==> src/sfvb_pkg.sv <==
// Shared types and constants for the stereo fade, volume and balance block.
// No dependencies; every other file of the block imports this package.
package sfvb_pkg;

  // Command codes carried in the cmd field.
  localparam logic [2:0] CMD_FRAME  = 3'd0;
  localparam logic [2:0] CMD_UP     = 3'd1;
  localparam logic [2:0] CMD_DOWN   = 3'd2;
  localparam logic [2:0] CMD_PAUSE  = 3'd3;
  localparam logic [2:0] CMD_RESUME = 3'd4;

  // Configuration register indexes.
  localparam logic [1:0] REG_BALANCE      = 2'd0;
  localparam logic [1:0] REG_BLOCK_FRAMES = 2'd1;
  localparam logic [1:0] REG_LEVEL_STEP   = 2'd2;
  localparam logic [1:0] REG_START_TARGET = 2'd3;

  // Field widths and fixed values.
  localparam int         BF_W        = 13;
  localparam logic [7:0] LEVEL_FULL  = 8'd200;
  localparam int         QUEUE_DEPTH = 4;
  localparam int         QPTR_W      = $clog2(QUEUE_DEPTH);

  typedef struct packed {
    logic [2:0]         cmd;
    logic signed [15:0] left_in;
    logic signed [15:0] right_in;
  } in_item_t;

  typedef struct packed {
    logic signed [15:0] left_out;
    logic signed [15:0] right_out;
    logic [7:0]         level_now;
    logic               is_paused;
  } out_item_t;

  // Configuration seen by the front and the back.
  typedef struct packed {
    logic signed [15:0] balance;
    logic [BF_W-1:0]    block_frames;
    logic [7:0]         level_step;
  } cfg_t;

  // One classified frame, handed from the front to the back.
  typedef struct packed {
    logic signed [15:0] left;
    logic signed [15:0] right;
    logic [14:0]        gain;
    logic [7:0]         level;
    logic               paused;
  } work_t;

  // Q15 volume gain for each level: min(32767, level*32768/200).
  typedef logic [14:0] gain_tbl_t [256];

  function automatic gain_tbl_t build_gain_tbl();
    gain_tbl_t t;
    int        v;
    for (int i = 0; i < 256; i++) begin
      v = (i * 32768) / LEVEL_FULL;
      t[i] = (v > 32767) ? 15'h7fff : v[14:0];
    end
    return t;
  endfunction

  localparam gain_tbl_t GAIN_TBL = build_gain_tbl();

endpackage

==> src/sfvb_front.sv <==
// Front part: accepts items, runs the level, fade and pause control, and
// hands each frame with its gain to the queue. Depends on sfvb_pkg.
module sfvb_front #(
  parameter int MAX_BLOCK_FRAMES = 4096
) (
  input  logic              clk,
  input  logic              rst_n,
  input  logic              in_valid,
  output logic              in_ready,
  input  sfvb_pkg::in_item_t in_data,
  input  sfvb_pkg::cfg_t    cfg,
  input  logic              tgt_load,
  input  logic [7:0]        tgt_value,
  input  logic              q_full,
  output logic              q_push,
  output sfvb_pkg::work_t   q_data
);
  import sfvb_pkg::*;

  localparam int CNT_W = $clog2(MAX_BLOCK_FRAMES + 1);
  localparam int XW    = (CNT_W > BF_W) ? CNT_W : BF_W;

  logic [7:0]       level_r, level_nxt;
  logic [7:0]       target_r, target_nxt;
  logic             fading_r, fading_nxt;
  logic             paused_r, paused_nxt;
  logic [CNT_W-1:0] fib_r, fib_nxt;

  logic [XW-1:0]    bf_x, blk_x;
  logic [CNT_W-1:0] blk, fib_eff, fib_plus;
  logic [7:0]       step;
  logic [8:0]       up_sum;
  logic             accept;

  // Effective block length and command step, both clamped.
  always_comb begin
    bf_x  = XW'(cfg.block_frames);
    if (bf_x == '0) begin
      blk_x = XW'(1);
    end else if (bf_x > XW'(MAX_BLOCK_FRAMES)) begin
      blk_x = XW'(MAX_BLOCK_FRAMES);
    end else begin
      blk_x = bf_x;
    end
    blk  = blk_x[CNT_W-1:0];
    step = (cfg.level_step > LEVEL_FULL) ? LEVEL_FULL : cfg.level_step;
  end

  assign in_ready = !q_full;
  assign accept   = in_valid && in_ready;

  // Control update for one accepted item.
  always_comb begin
    level_nxt  = level_r;
    target_nxt = target_r;
    fading_nxt = fading_r;
    paused_nxt = paused_r;
    fib_nxt    = fib_r;
    q_push     = 1'b0;
    fib_eff    = (fib_r >= blk) ? '0 : fib_r;
    fib_plus   = fib_eff + CNT_W'(1);
    up_sum     = {1'b0, level_r} + {1'b0, step};

    if (accept) begin
      unique case (in_data.cmd)
        CMD_UP: begin
          if (!paused_r) begin
            level_nxt  = (up_sum > {1'b0, LEVEL_FULL}) ? LEVEL_FULL : up_sum[7:0];
            target_nxt = level_nxt;
          end
        end
        CMD_DOWN: begin
          if (!paused_r) begin
            level_nxt  = (level_r > step) ? level_r - step : 8'd0;
            target_nxt = level_nxt;
          end
        end
        CMD_PAUSE: begin
          if (!paused_r) begin
            fading_nxt = 1'b1;
            target_nxt = level_r;
          end
        end
        CMD_RESUME: begin
          if (paused_r) begin
            paused_nxt = 1'b0;
            fading_nxt = 1'b0;
            fib_nxt    = '0;
          end
        end
        CMD_FRAME: begin
          q_push = 1'b1;
          // One fade step on the first frame of each block.
          if (!paused_r && fib_eff == '0) begin
            if (fading_r) begin
              if (level_r != 8'd0) begin
                level_nxt = level_r - 8'd1;
              end else begin
                paused_nxt = 1'b1;
                fading_nxt = 1'b0;
              end
            end else if (level_r < target_r) begin
              level_nxt = level_r + 8'd1;
            end
          end
          fib_nxt = (fib_plus >= blk) ? '0 : fib_plus;
        end
        default: begin
        end
      endcase
    end

    // A start target write reloads the target; idle-only is user's duty.
    if (tgt_load) begin
      target_nxt = (tgt_value > LEVEL_FULL) ? LEVEL_FULL : tgt_value;
    end
  end

  // Frame record for the back part.
  always_comb begin
    q_data.left   = in_data.left_in;
    q_data.right  = in_data.right_in;
    q_data.gain   = GAIN_TBL[level_nxt];
    q_data.level  = paused_nxt ? 8'd0 : level_nxt;
    q_data.paused = paused_nxt;
  end

  always_ff @(posedge clk) begin
    if (!rst_n) begin
      level_r  <= 8'd0;
      target_r <= 8'd100;
      fading_r <= 1'b0;
      paused_r <= 1'b0;
      fib_r    <= '0;
    end else begin
      level_r  <= level_nxt;
      target_r <= target_nxt;
      fading_r <= fading_nxt;
      paused_r <= paused_nxt;
      fib_r    <= fib_nxt;
    end
  end

  // The level and the target stay within full scale.
  a_level_range: assert property (@(posedge clk) disable iff (!rst_n)
    level_r <= LEVEL_FULL && target_r <= LEVEL_FULL)
    else $error("level or target above full scale");

  // Paused means silent and no fade running.
  a_paused_quiet: assert property (@(posedge clk) disable iff (!rst_n)
    paused_r |-> (level_r == 8'd0 && !fading_r))
    else $error("paused with nonzero level or active fade");

  // Outside commands, a frame moves the level by at most one step.
  a_fade_step: assert property (@(posedge clk) disable iff (!rst_n)
    (accept && in_data.cmd == CMD_FRAME) |=>
      (level_r == $past(level_r) || level_r == $past(level_r) + 8'd1 ||
       level_r == $past(level_r) - 8'd1))
    else $error("fade moved the level by more than one step");

endmodule

==> src/sfvb_queue.sv <==
// Short queue of frame records between the front and the back parts.
// Depends on sfvb_pkg for the record type and the depth.
module sfvb_queue (
  input  logic            clk,
  input  logic            rst_n,
  input  logic            push,
  input  sfvb_pkg::work_t push_data,
  input  logic            pop,
  output sfvb_pkg::work_t pop_data,
  output logic            full,
  output logic            not_empty
);
  import sfvb_pkg::*;

  work_t             mem_r [QUEUE_DEPTH];
  logic [QPTR_W-1:0] wr_ptr_r, wr_ptr_nxt;
  logic [QPTR_W-1:0] rd_ptr_r, rd_ptr_nxt;
  logic [QPTR_W:0]   count_r, count_nxt;

  assign full      = (count_r == (QPTR_W+1)'(QUEUE_DEPTH));
  assign not_empty = (count_r != '0);
  assign pop_data  = mem_r[rd_ptr_r];

  // Pointer and fill count update.
  always_comb begin
    wr_ptr_nxt = push ? wr_ptr_r + QPTR_W'(1) : wr_ptr_r;
    rd_ptr_nxt = pop ? rd_ptr_r + QPTR_W'(1) : rd_ptr_r;
    count_nxt  = count_r + (QPTR_W+1)'(push) - (QPTR_W+1)'(pop);
  end

  always_ff @(posedge clk) begin
    if (!rst_n) begin
      wr_ptr_r <= '0;
      rd_ptr_r <= '0;
      count_r  <= '0;
    end else begin
      wr_ptr_r <= wr_ptr_nxt;
      rd_ptr_r <= rd_ptr_nxt;
      count_r  <= count_nxt;
    end
  end

  // Storage needs no reset.
  always_ff @(posedge clk) begin
    if (push) begin
      mem_r[wr_ptr_r] <= push_data;
    end
  end

  // The fill count never passes the depth, and pops only come when not empty.
  a_count_bound: assert property (@(posedge clk) disable iff (!rst_n)
    count_r <= (QPTR_W+1)'(QUEUE_DEPTH) && !(pop && !not_empty))
    else $error("queue overflow or pop from empty queue");

endmodule

==> src/sfvb_back.sv <==
// Back part: scales each frame by its volume gain with saturation, applies
// the balance gain and holds the result item. Depends on sfvb_pkg.
module sfvb_back (
  input  logic               clk,
  input  logic               rst_n,
  input  sfvb_pkg::cfg_t     cfg,
  input  logic               q_not_empty,
  input  sfvb_pkg::work_t    q_data,
  output logic               q_pop,
  output logic               out_valid,
  input  logic               out_ready,
  output sfvb_pkg::out_item_t out_data
);
  import sfvb_pkg::*;

  logic        adv;

  // Stage A: volume products.
  logic               a_v_r;
  logic signed [31:0] a_l_r, a_r_r;
  logic [7:0]         a_level_r;
  logic               a_paused_r;

  // Stage B: balance products.
  logic               b_v_r;
  logic signed [33:0] b_l_r, b_r_r;
  logic [7:0]         b_level_r;
  logic               b_paused_r;

  // Output register.
  logic      out_v_r;
  out_item_t out_r;

  logic signed [15:0] gain_s;
  logic signed [31:0] l_sh, r_sh;
  logic signed [15:0] l_sat, r_sat;
  logic [16:0]        lg, rg;
  logic signed [33:0] l_rnd, r_rnd;
  logic signed [33:0] l_q, r_q;

  // The whole pipe moves whenever the output register is free or drains.
  assign adv       = !out_v_r || out_ready;
  assign q_pop     = q_not_empty && adv;
  assign out_valid = out_v_r;
  assign out_data  = out_r;

  // Balance gains in Q15: positive balance cuts left, negative cuts right.
  always_comb begin
    lg = 17'd32768 - ((cfg.balance > 16'sd0) ? {1'b0, cfg.balance} : 17'd0);
    rg = (cfg.balance < 16'sd0) ? ({cfg.balance[15], cfg.balance} + 17'd32768)
                                : 17'd32768;
  end

  // Floor shift by 14 and saturate to a sample.
  function automatic logic signed [15:0] sat16(input logic signed [31:0] v);
    logic signed [31:0] s;
    s = v >>> 14;
    if (s > 32'sd32767) begin
      return 16'sh7fff;
    end else if (s < -32'sd32768) begin
      return -16'sh8000;
    end
    return s[15:0];
  endfunction

  assign gain_s = $signed({1'b0, q_data.gain});
  assign l_sh   = a_l_r;
  assign r_sh   = a_r_r;
  assign l_sat  = sat16(l_sh);
  assign r_sat  = sat16(r_sh);

  // Q15 divide truncating toward zero.
  always_comb begin
    l_rnd = b_l_r + (b_l_r[33] ? 34'sd32767 : 34'sd0);
    r_rnd = b_r_r + (b_r_r[33] ? 34'sd32767 : 34'sd0);
    l_q   = l_rnd >>> 15;
    r_q   = r_rnd >>> 15;
  end

  always_ff @(posedge clk) begin
    if (!rst_n) begin
      a_v_r   <= 1'b0;
      b_v_r   <= 1'b0;
      out_v_r <= 1'b0;
    end else if (adv) begin
      a_v_r   <= q_pop;
      b_v_r   <= a_v_r;
      out_v_r <= b_v_r;
    end
  end

  // Datapath registers carry no reset.
  always_ff @(posedge clk) begin
    if (adv) begin
      a_l_r      <= q_data.left * gain_s;
      a_r_r      <= q_data.right * gain_s;
      a_level_r  <= q_data.level;
      a_paused_r <= q_data.paused;

      b_l_r      <= l_sat * $signed({1'b0, lg});
      b_r_r      <= r_sat * $signed({1'b0, rg});
      b_level_r  <= a_level_r;
      b_paused_r <= a_paused_r;

      out_r.left_out  <= b_paused_r ? 16'sd0 : l_q[15:0];
      out_r.right_out <= b_paused_r ? 16'sd0 : r_q[15:0];
      out_r.level_now <= b_level_r;
      out_r.is_paused <= b_paused_r;
    end
  end

  // A paused frame leaves as silence at level zero.
  a_paused_silent: assert property (@(posedge clk) disable iff (!rst_n)
    (out_v_r && out_r.is_paused) |->
      (out_r.left_out == 16'sd0 && out_r.right_out == 16'sd0 &&
       out_r.level_now == 8'd0))
    else $error("paused result is not silent");

endmodule

==> src/stereo_fade_volume_balance.sv <==
// Top level of the stereo fade, volume and balance block: configuration
// registers, front control, frame queue and scaling back end.
// Depends on sfvb_pkg, sfvb_front, sfvb_queue and sfvb_back.
//
//   Port group | Direction | Carries
//   in_*       | input     | command or stereo frame (in_item_t)
//   out_*      | output    | scaled frame, level and pause flag (out_item_t)
//   cfg_*      | input     | register index and write data
//
// One item is accepted per cycle while the four-entry queue has room.
// After acceptance a frame's result passes through the queue, the volume
// multiply stage, the balance multiply stage and the output register before
// it is valid. Commands other than frames produce no result.
// Reset is synchronous and active low and clears all control state.
// A stall at the output freezes the back pipe; the queue then fills and
// lowers in_ready.
module stereo_fade_volume_balance #(
  parameter int MAX_BLOCK_FRAMES = 4096
) (
  input  logic                clk,
  input  logic                rst_n,
  input  logic                in_valid,
  output logic                in_ready,
  input  sfvb_pkg::in_item_t  in_data,
  output logic                out_valid,
  input  logic                out_ready,
  output sfvb_pkg::out_item_t out_data,
  input  logic                cfg_valid,
  output logic                cfg_ready,
  input  logic [1:0]          cfg_index,
  input  logic [15:0]         cfg_data
);
  import sfvb_pkg::*;

  logic signed [15:0] balance_r;
  logic [BF_W-1:0]    block_frames_r;
  logic [7:0]         level_step_r;
  logic               cfg_wr;
  logic               tgt_load;
  cfg_t               cfg;

  logic  q_push, q_pop, q_full, q_not_empty;
  work_t q_in, q_out;

  assign cfg_ready = 1'b1;
  assign cfg_wr    = cfg_valid && cfg_ready;
  assign tgt_load  = cfg_wr && (cfg_index == REG_START_TARGET);

  // Configuration registers.
  always_ff @(posedge clk) begin
    if (!rst_n) begin
      balance_r      <= 16'sd0;
      block_frames_r <= BF_W'(1024);
      level_step_r   <= 8'd20;
    end else if (cfg_wr) begin
      unique case (cfg_index)
        REG_BALANCE:      balance_r      <= $signed(cfg_data);
        REG_BLOCK_FRAMES: block_frames_r <= cfg_data[BF_W-1:0];
        REG_LEVEL_STEP:   level_step_r   <= cfg_data[7:0];
        default: begin
        end
      endcase
    end
  end

  always_comb begin
    cfg.balance      = balance_r;
    cfg.block_frames = block_frames_r;
    cfg.level_step   = level_step_r;
  end

  sfvb_front #(
    .MAX_BLOCK_FRAMES(MAX_BLOCK_FRAMES)
  ) u_front (
    .clk       (clk),
    .rst_n     (rst_n),
    .in_valid  (in_valid),
    .in_ready  (in_ready),
    .in_data   (in_data),
    .cfg       (cfg),
    .tgt_load  (tgt_load),
    .tgt_value (cfg_data[7:0]),
    .q_full    (q_full),
    .q_push    (q_push),
    .q_data    (q_in)
  );

  sfvb_queue u_queue (
    .clk       (clk),
    .rst_n     (rst_n),
    .push      (q_push),
    .push_data (q_in),
    .pop       (q_pop),
    .pop_data  (q_out),
    .full      (q_full),
    .not_empty (q_not_empty)
  );

  sfvb_back u_back (
    .clk         (clk),
    .rst_n       (rst_n),
    .cfg         (cfg),
    .q_not_empty (q_not_empty),
    .q_data      (q_out),
    .q_pop       (q_pop),
    .out_valid   (out_valid),
    .out_ready   (out_ready),
    .out_data    (out_data)
  );

endmodule

==> config.mk <==
export PLATFORM = sky130hd
export DESIGN_NAME = stereo_fade_volume_balance
export DESIGN_NICKNAME = d
export VERILOG_FILES = /design/src/sfvb_pkg.sv /design/src/sfvb_front.sv /design/src/sfvb_queue.sv /design/src/sfvb_back.sv /design/src/stereo_fade_volume_balance.sv
export SDC_FILE = /design/constraint.sdc
export NUM_CORES = 2
export LEC_CHECK = 0
export BUFFER_PORTS_ARGS = -buffer_cell sky130_fd_sc_hd__buf_2
export CELL_PAD_IN_SITES_DETAIL_PLACEMENT = 0
export CELL_PAD_IN_SITES_GLOBAL_PLACEMENT = 2
export CORE_UTILIZATION = 40
export CTS_CLUSTER_DIAMETER = 60
export DETAILED_ROUTE_END_ITERATION = 8
export PLACE_DENSITY = 0.89
export SLEW_MARGIN = 15
export SYNTH_ARGS = -nofsm -noshare
export SYNTH_HDL_FRONTEND = slang
export SYNTH_SLANG_ARGS = --single-unit
==> constraint.sdc <==
create_clock -name clk -period 30.4 [get_ports clk]
set_clock_uncertainty 0.15 [all_clocks]
set_input_delay 1.52 -clock clk [delete_from_list [all_inputs] [get_ports clk]]
set_output_delay 1.52 -clock clk [all_outputs]
set_load 0.005 [all_outputs]
**Word-level counts from Yosys, hierarchy flattened**

Memory sizes are Yosys's and may differ from the RTL's. A register that Yosys moved wholly into a read port is not among the register bits.
Index checks and enable logic that the tools add are counted.
Widths: inputs -> output; s select.

- Register bits: 269
- Bits in latches: 0
- Bits in writable memories: 224
- Bits in read-only memories: 3840
- Logic and storage cells: 157
- Memories: 2

Memories:

| memory | depth | bits a word | read ports | clocked after memory_dff | wr ports | RTL line | text |
|---|---|---|---|---|---|---|---|
| (name not given) | 256 | 15 | 1 | 0 | 0 | sfvb_front.sv:123 | `q_data.gain = GAIN_TBL[level_nxt];` |
| u_queue.mem_r | 4 | 56 | 1 | 1 | 1 | sfvb_queue.sv:15 | `work_t mem_r [QUEUE_DEPTH];` |

- $add $sub $neg: 13
- $mul: 4
- Divide/modulo/power cells: 0
- Magnitude comparators: 15
- Equal/unequal tests: 14
- Shift operators: 0
- Muxes and demuxes: 58
- Bitwise logic cells: 1
- Reductions and logical operators: 24

Operator list:

| cell | number |
|---|---|
| $mux 8 | 17 |
| $mux 16 | 7 |
| $mul 16x18->34 | 2 |
| $mux 13 | 5 |
| $mul 16x16->32 | 2 |
| $add 31x31->31 | 2 |
| $mux 15 | 4 |
| $pmux 8 s3 | 2 |
| $gt 18x16->1 const B | 2 |
| $lt 18x16->1 const B | 2 |
| $ge 13x13->1 | 2 |
| $logic_not 13->1 | 2 |
| $pmux 13 s2 | 1 |
| $add 17x16->17 const B | 1 |
| $mux 1 | 17 |
| $mux 17 | 1 |
| $sub 16x17->17 const A | 1 |
| $gt 16x1->1 const B | 1 |
| $gt 8x8->1 const B | 2 |
| $lt 16x1->1 const B | 1 |
| $add 13x1->13 const B | 1 |
| $gt 13x13->1 const B | 1 |
| $reduce_and 5->1 | 2 |
| $add 8x8->9 | 1 |
| 33 further kinds | 50 |

**Depth between registers and ports, before layout**

- Depth after elaboration: 14
- Depth in mapped cells: 39
- Mapped depth without buffers: 35

**Modules after synthesis**

From an unflattened synthesis, not the netlist that was laid out.

- Cell total of the unflattened synthesis: 6217
- Area, all modules: 60369.1 um^2

Modules (own cells, without submodules):

| module | times used | cells each | area each (um^2) | seq. area each (um^2) |
|---|---|---|---|---|
| sfvb_back | 1 | 4558 | 42383.1 | 4834.6 |
| sfvb_queue | 1 | 335 | 8559.5 | 6906.6 |
| sfvb_front | 1 | 1174 | 7931.4 | 620.6 |
| stereo_fade_volume_balance | 1 | 150 | 1495.2 | 740.7 |

**Worst setup path after synthesis**

Ideal clock, no wire load.

- Kind: register -> register
- Start: reg balance_r[2]
- End: reg u_back.b_l_r[27], data pin
- Library setup time: 0.264 ns
- Data arrival time: 9.227 ns
- Data required time: 29.986 ns
- Setup slack: 20.760 ns
- Cell stages (with the launch flop): 38
- Cells stage by stage: dfxtp_1 > buf_2 > or3_4 > nor4_2 > nand3_1 > or3_1 > nor3_1 > nor2_1 > clkbuf_1 > nand2_1 > buf_1 > ha_1 > clkbuf_1 > o21a_1 > o21a_1 > o21ai_1 > o21bai_1 > or3_1 > [2 not listed] > nand2_1 > fa_1 > fa_1 > fa_1 > inv_1 > fa_1 > fa_1 > inv_1 > fa_1 > inv_1 > ha_1 > o21ai_0 > a21oi_1 > nand3_1 > a2111oi_0 > nor2_1 > a31oi_1 > xor2_1

- Longest elaborated chain between the ends: 4

RTL lines:

| element | RTL line | text |
|---|---|---|
| from (decl) | stereo_fade_volume_balance.sv:35 | `logic signed [15:0] balance_r;` |
| from (signal assigned) | stereo_fade_volume_balance.sv:57 | `REG_BALANCE: balance_r <= $signed(cfg_data);` |
| $gt 16x1->1 | sfvb_back.sv:49 | `lg = 17'd32768 - ((cfg.balance > 16'sd0) ? {1'b0, cfg.balance} : 17'd0);` |
| $mux 16 * | sfvb_back.sv:49 |  |
| $sub 16x17->17 * | sfvb_back.sv:49 |  |
| $mul 16x18->34 * | sfvb_back.sv:100 | `b_l_r <= l_sat * $signed({1'b0, lg});` |
| to (signal assigned) | sfvb_back.sv:100 |  |
| to (decl) | sfvb_back.sv:26 | `logic signed [33:0] b_l_r, b_r_r;` |

Every way passes the cells marked *; elsewhere a longest branch is shown, timed or not.
A chain may end at the register's enable or synchronous reset.

**Final worst setup path**

Ends and elaborated chain as after synthesis.

==> flow_summary.json <==
{
  "finalSetupTns_ps": 0,
  "synth_edf_count": 383,
  "worst_slew_pin_slew_ps": 1180,
  "cp-end-kind": "register",
  "cts_setup_buffers": 0,
  "finalSetupViolCount": 0,
  "gp_congestion": 0.926,
  "critPathCapture": "u_back.b_l_r[27]$_DFFE_PN_",
  "start_util_pct": 40.3,
  "synth_top_family_by_area": "adder cells",
  "synth-adder-area-share_pct": 40.9,
  "grt_overflow": 0,
  "boundaryPins": 102,
  "outcome": "complete, no violations",
  "syn_to_final_growth_pct": 8.02,
  "yosysUniqueCellTypes": 102,
  "coreArea_um2": 148000,
  "cts-root-buf": "clkbuf_16",
  "cp.arrival_ps": 10610,
  "fmax_mhz": 96.6,
  "grt_antenna_before_repair": 7,
  "nNetsFinal": 7695,
  "synthesis.area_um2": 59500,
  "rsz0062_at_grt": "false",
  "synth_compound_area_share_pct": 9.29,
  "slew-limit-headroom_pct": 21.4,
  "fin_crit_ps": 10350,
  "synth.avg_cell_area_um2": 9.52,
  "first_global_vias": 45600,
  "timing.critical_path.from_type": "register",
  "drc_errors": 0,
  "final_common_cell": "inv_1",
  "hold_path.class": "reg -> reg",
  "synthSimpleGateAreaFrac_pct": 13.9,
  "numCtsBuffers": 70,
  "cp_data_required_time_ps": 30650,
  "die_y_um": 388,
  "cts_tree": "built",
  "r2r_start": "balance_r[2]$_SDFFE_PN0P_",
  "drt_first_iter_violations": 3036,
  "slowest_delay_ps": 740,
  "rr_endpoint": "u_back.b_l_r[27]$_DFFE_PN_",
  "hold_viol": 0,
  "dr.pass1.iters": 6,
  "yosys_warnings": 0,
  "dpl.hpwl_mm": 122,
  "ys_seq_elements": 463,
  "layout_common_cells": "inv_1 (1097), fa_1 (895), nand2_1 (731), nor2_1 (691), ha_1 (511)",
  "grt_max_degree": 82,
  "cts.repair.resized": 0,
  "path_clk_slew_ps": 60,
  "stdcell_count": 8216,
  "cap_violations": 0,
  "synth_ff_type": "edfxtp_1",
  "vias_per_cell": 5.28,
  "grt_usage_pct": 21.6,
  "hold_buffers": 0,
  "row_count": 141,
  "worstPathMaxFanout": 16,
  "syn_inst": 6246,
  "seq_area_frac_synth_pct": 22.0,
  "clock_sinks": 463,
  "cts_max_path_buffers": 3,
  "async_flop_share_pct": 0,
  "muxShareOfSynthArea_pct": 2.43,
  "dp_cells": 8089,
  "cpMostUsedCell": "fa_1",
  "drive_above_1_share_pct": 6.89,
  "post_drt_wl_per_cell_um": 19.4,
  "design_area_um2": 64200,
  "place.port_buffers": 100,
  "die-area_um2": 150000,
  "drv_slew": 0,
  "rr_worst_depth": 32,
  "die_w_um": 388,
  "path_class": "reg -> reg",
  "synthXorXnorAreaFrac_pct": 2.41,
  "antenna_left": 0,
  "clk_latency_ps": 660,
  "period_share_pct": 34.1,
  "placed_area_um2": 61900,
  "grt_pass1_wl_mm": 257,
  "h-tree-depth": 3,
  "routed_wl_mm": 159,
  "slowest_stage": "xnor2_1",
  "crit_start": "balance_r[2]$_SDFFE_PN0P_",
  "num_vias": 43400,
  "ff2ff_setup_slack_ps": 20050
}
-- metrics by stage --
stage | util, % | setup slack (ps) | hold WS, ps
final | 43.5 | 20050 | 260
after global routing | 43.5 | 19230 | 264
after CTS | 43.5 | 20050 | 258
after detailed placement | 41.9 | 20070 | 255
after global placement | 41.9 | 20260 | 250
after floorplan | - | 20760 | 250
-- synth_stat cells (all sizes together) (16+ instances only) --
| library cell | n | area, µm² |
|---|---|---|
| and3 | 32 | 200 |
| edfxtp | 383 | 11500 |
| nand4 | 24 | 150 |
| and2 | 53 | 332 |
| nand2 | 734 | 2770 |
| a21o | 61 | 458 |
| or3 | 26 | 168 |
| a21oi | 220 | 1110 |
| xor2 | 55 | 482 |
| a2111oi | 16 | 179 |
| xnor2 | 107 | 952 |
| ha | 511 | 6390 |
| nor4 | 18 | 125 |
| nand3 | 75 | 380 |
| buf | 73 | 437 |
| nor2b | 67 | 427 |
| dfxtp | 80 | 1600 |
| o21bai | 22 | 165 |
| o211ai | 25 | 188 |
| nor2 | 694 | 2620 |
| mux4 | 30 | 676 |
| o21ai | 164 | 821 |
| nor3 | 66 | 335 |
| inv | 1100 | 4130 |
| mux2i | 41 | 410 |
| clkbuf | 207 | 777 |
| mux2 | 32 | 360 |
| a31oi | 24 | 150 |
| or2 | 21 | 131 |
| a211oi | 35 | 263 |
| nand2b | 52 | 325 |
| fa | 895 | 17900 |
| o21a | 69 | 518 |
-- kinds of logic (layout without fill, tap and decap cells) --
group,Yosys count,after routing
and+or+nand+nor,1900,1900
adders and majority gates,1407,1407
buffers and inverters,1384,1409
AOI/OAI and AO/OA,825,825
DFF,463,463
xor gates and xnor gates,162,162
muxes,103,103
other,2,17
-- cell type report --
cell class / count / area, µm²
clock buffer: 82 / 1890
sequential: 463 / 13100
clock inverter: 44 / 440
antenna: 1 / 2.50
tap: 1930 / 2410
timing repair buffer: 179 / 1090
fill: 14300 / 83400
multi-input combinational: 4413 / 41100
inverter: 1104 / 4150
-- worst min-delay path by stage --
| stage | start | cells after the start | slack [ps] | end |
|---|---|---|---|---|
| after floorplan | u_back.a_level_r[0]$_DFFE_PN_ | 0 | 250 | u_back.b_level_r[0]$_DFFE_PN_ |
| after global placement | u_back.a_level_r[4]$_DFFE_PN_ | 0 | 250 | u_back.b_level_r[4]$_DFFE_PN_ |
| after detailed placement | u_back.a_level_r[6]$_DFFE_PN_ | 0 | 250 | u_back.b_level_r[6]$_DFFE_PN_ |
| after CTS | u_back.a_level_r[5]$_DFFE_PN_ | 0 | 260 | u_back.b_level_r[5]$_DFFE_PN_ |
| after global routing | u_back.a_level_r[5]$_DFFE_PN_ | 0 | 260 | u_back.b_level_r[5]$_DFFE_PN_ |
| final | u_back.a_level_r[5]$_DFFE_PN_ | 0 | 260 | u_back.b_level_r[5]$_DFFE_PN_ |
-- flip-flops by register name (all words and copies together), names as in the netlist, 2 cells and up, named ones only --
name	cells
u_queue.mem_r	224
u_back.out_data	41
u_back.b_l_r	32
u_back.b_r_r	32
u_back.a_l_r	18
u_back.a_r_r	18
balance_r	16
block_frames_r	13
u_front.fib_r	13
level_step_r	8
u_back.a_level_r	8
u_back.b_level_r	8
u_front.level_r	8
u_front.target_r	8
u_queue.count_r	3
u_queue.rd_ptr_r	2
u_queue.wr_ptr_r	2
-- layer usage --
| metal | track usage (%) | wire length (µm) |
|---|---|---|
| met5 | 0 | 38 |
| met4 | 6.15 | 4410 |
| met3 | 3.80 | 10300 |
| met2 | 34.3 | 72000 |
| met1 | 30.2 | 72700 |
-- worst max-delay path, delay by kind of cell, from the launching register on --
| family | cells | cell delay (ps) |
|---|---|---|
| flops | 1 | 370 |
| xor+xnor | 2 | 820 |
| buf+inv | 4 | 200 |
| simple gates | 10 | 2660 |
| fa+ha+maj | 8 | 3760 |
| compound gates | 8 | 2120 |
Power is left out: the tool's default activity adds up to more than one toggle a clock period on the data nets, which glitch-free logic cannot reach.
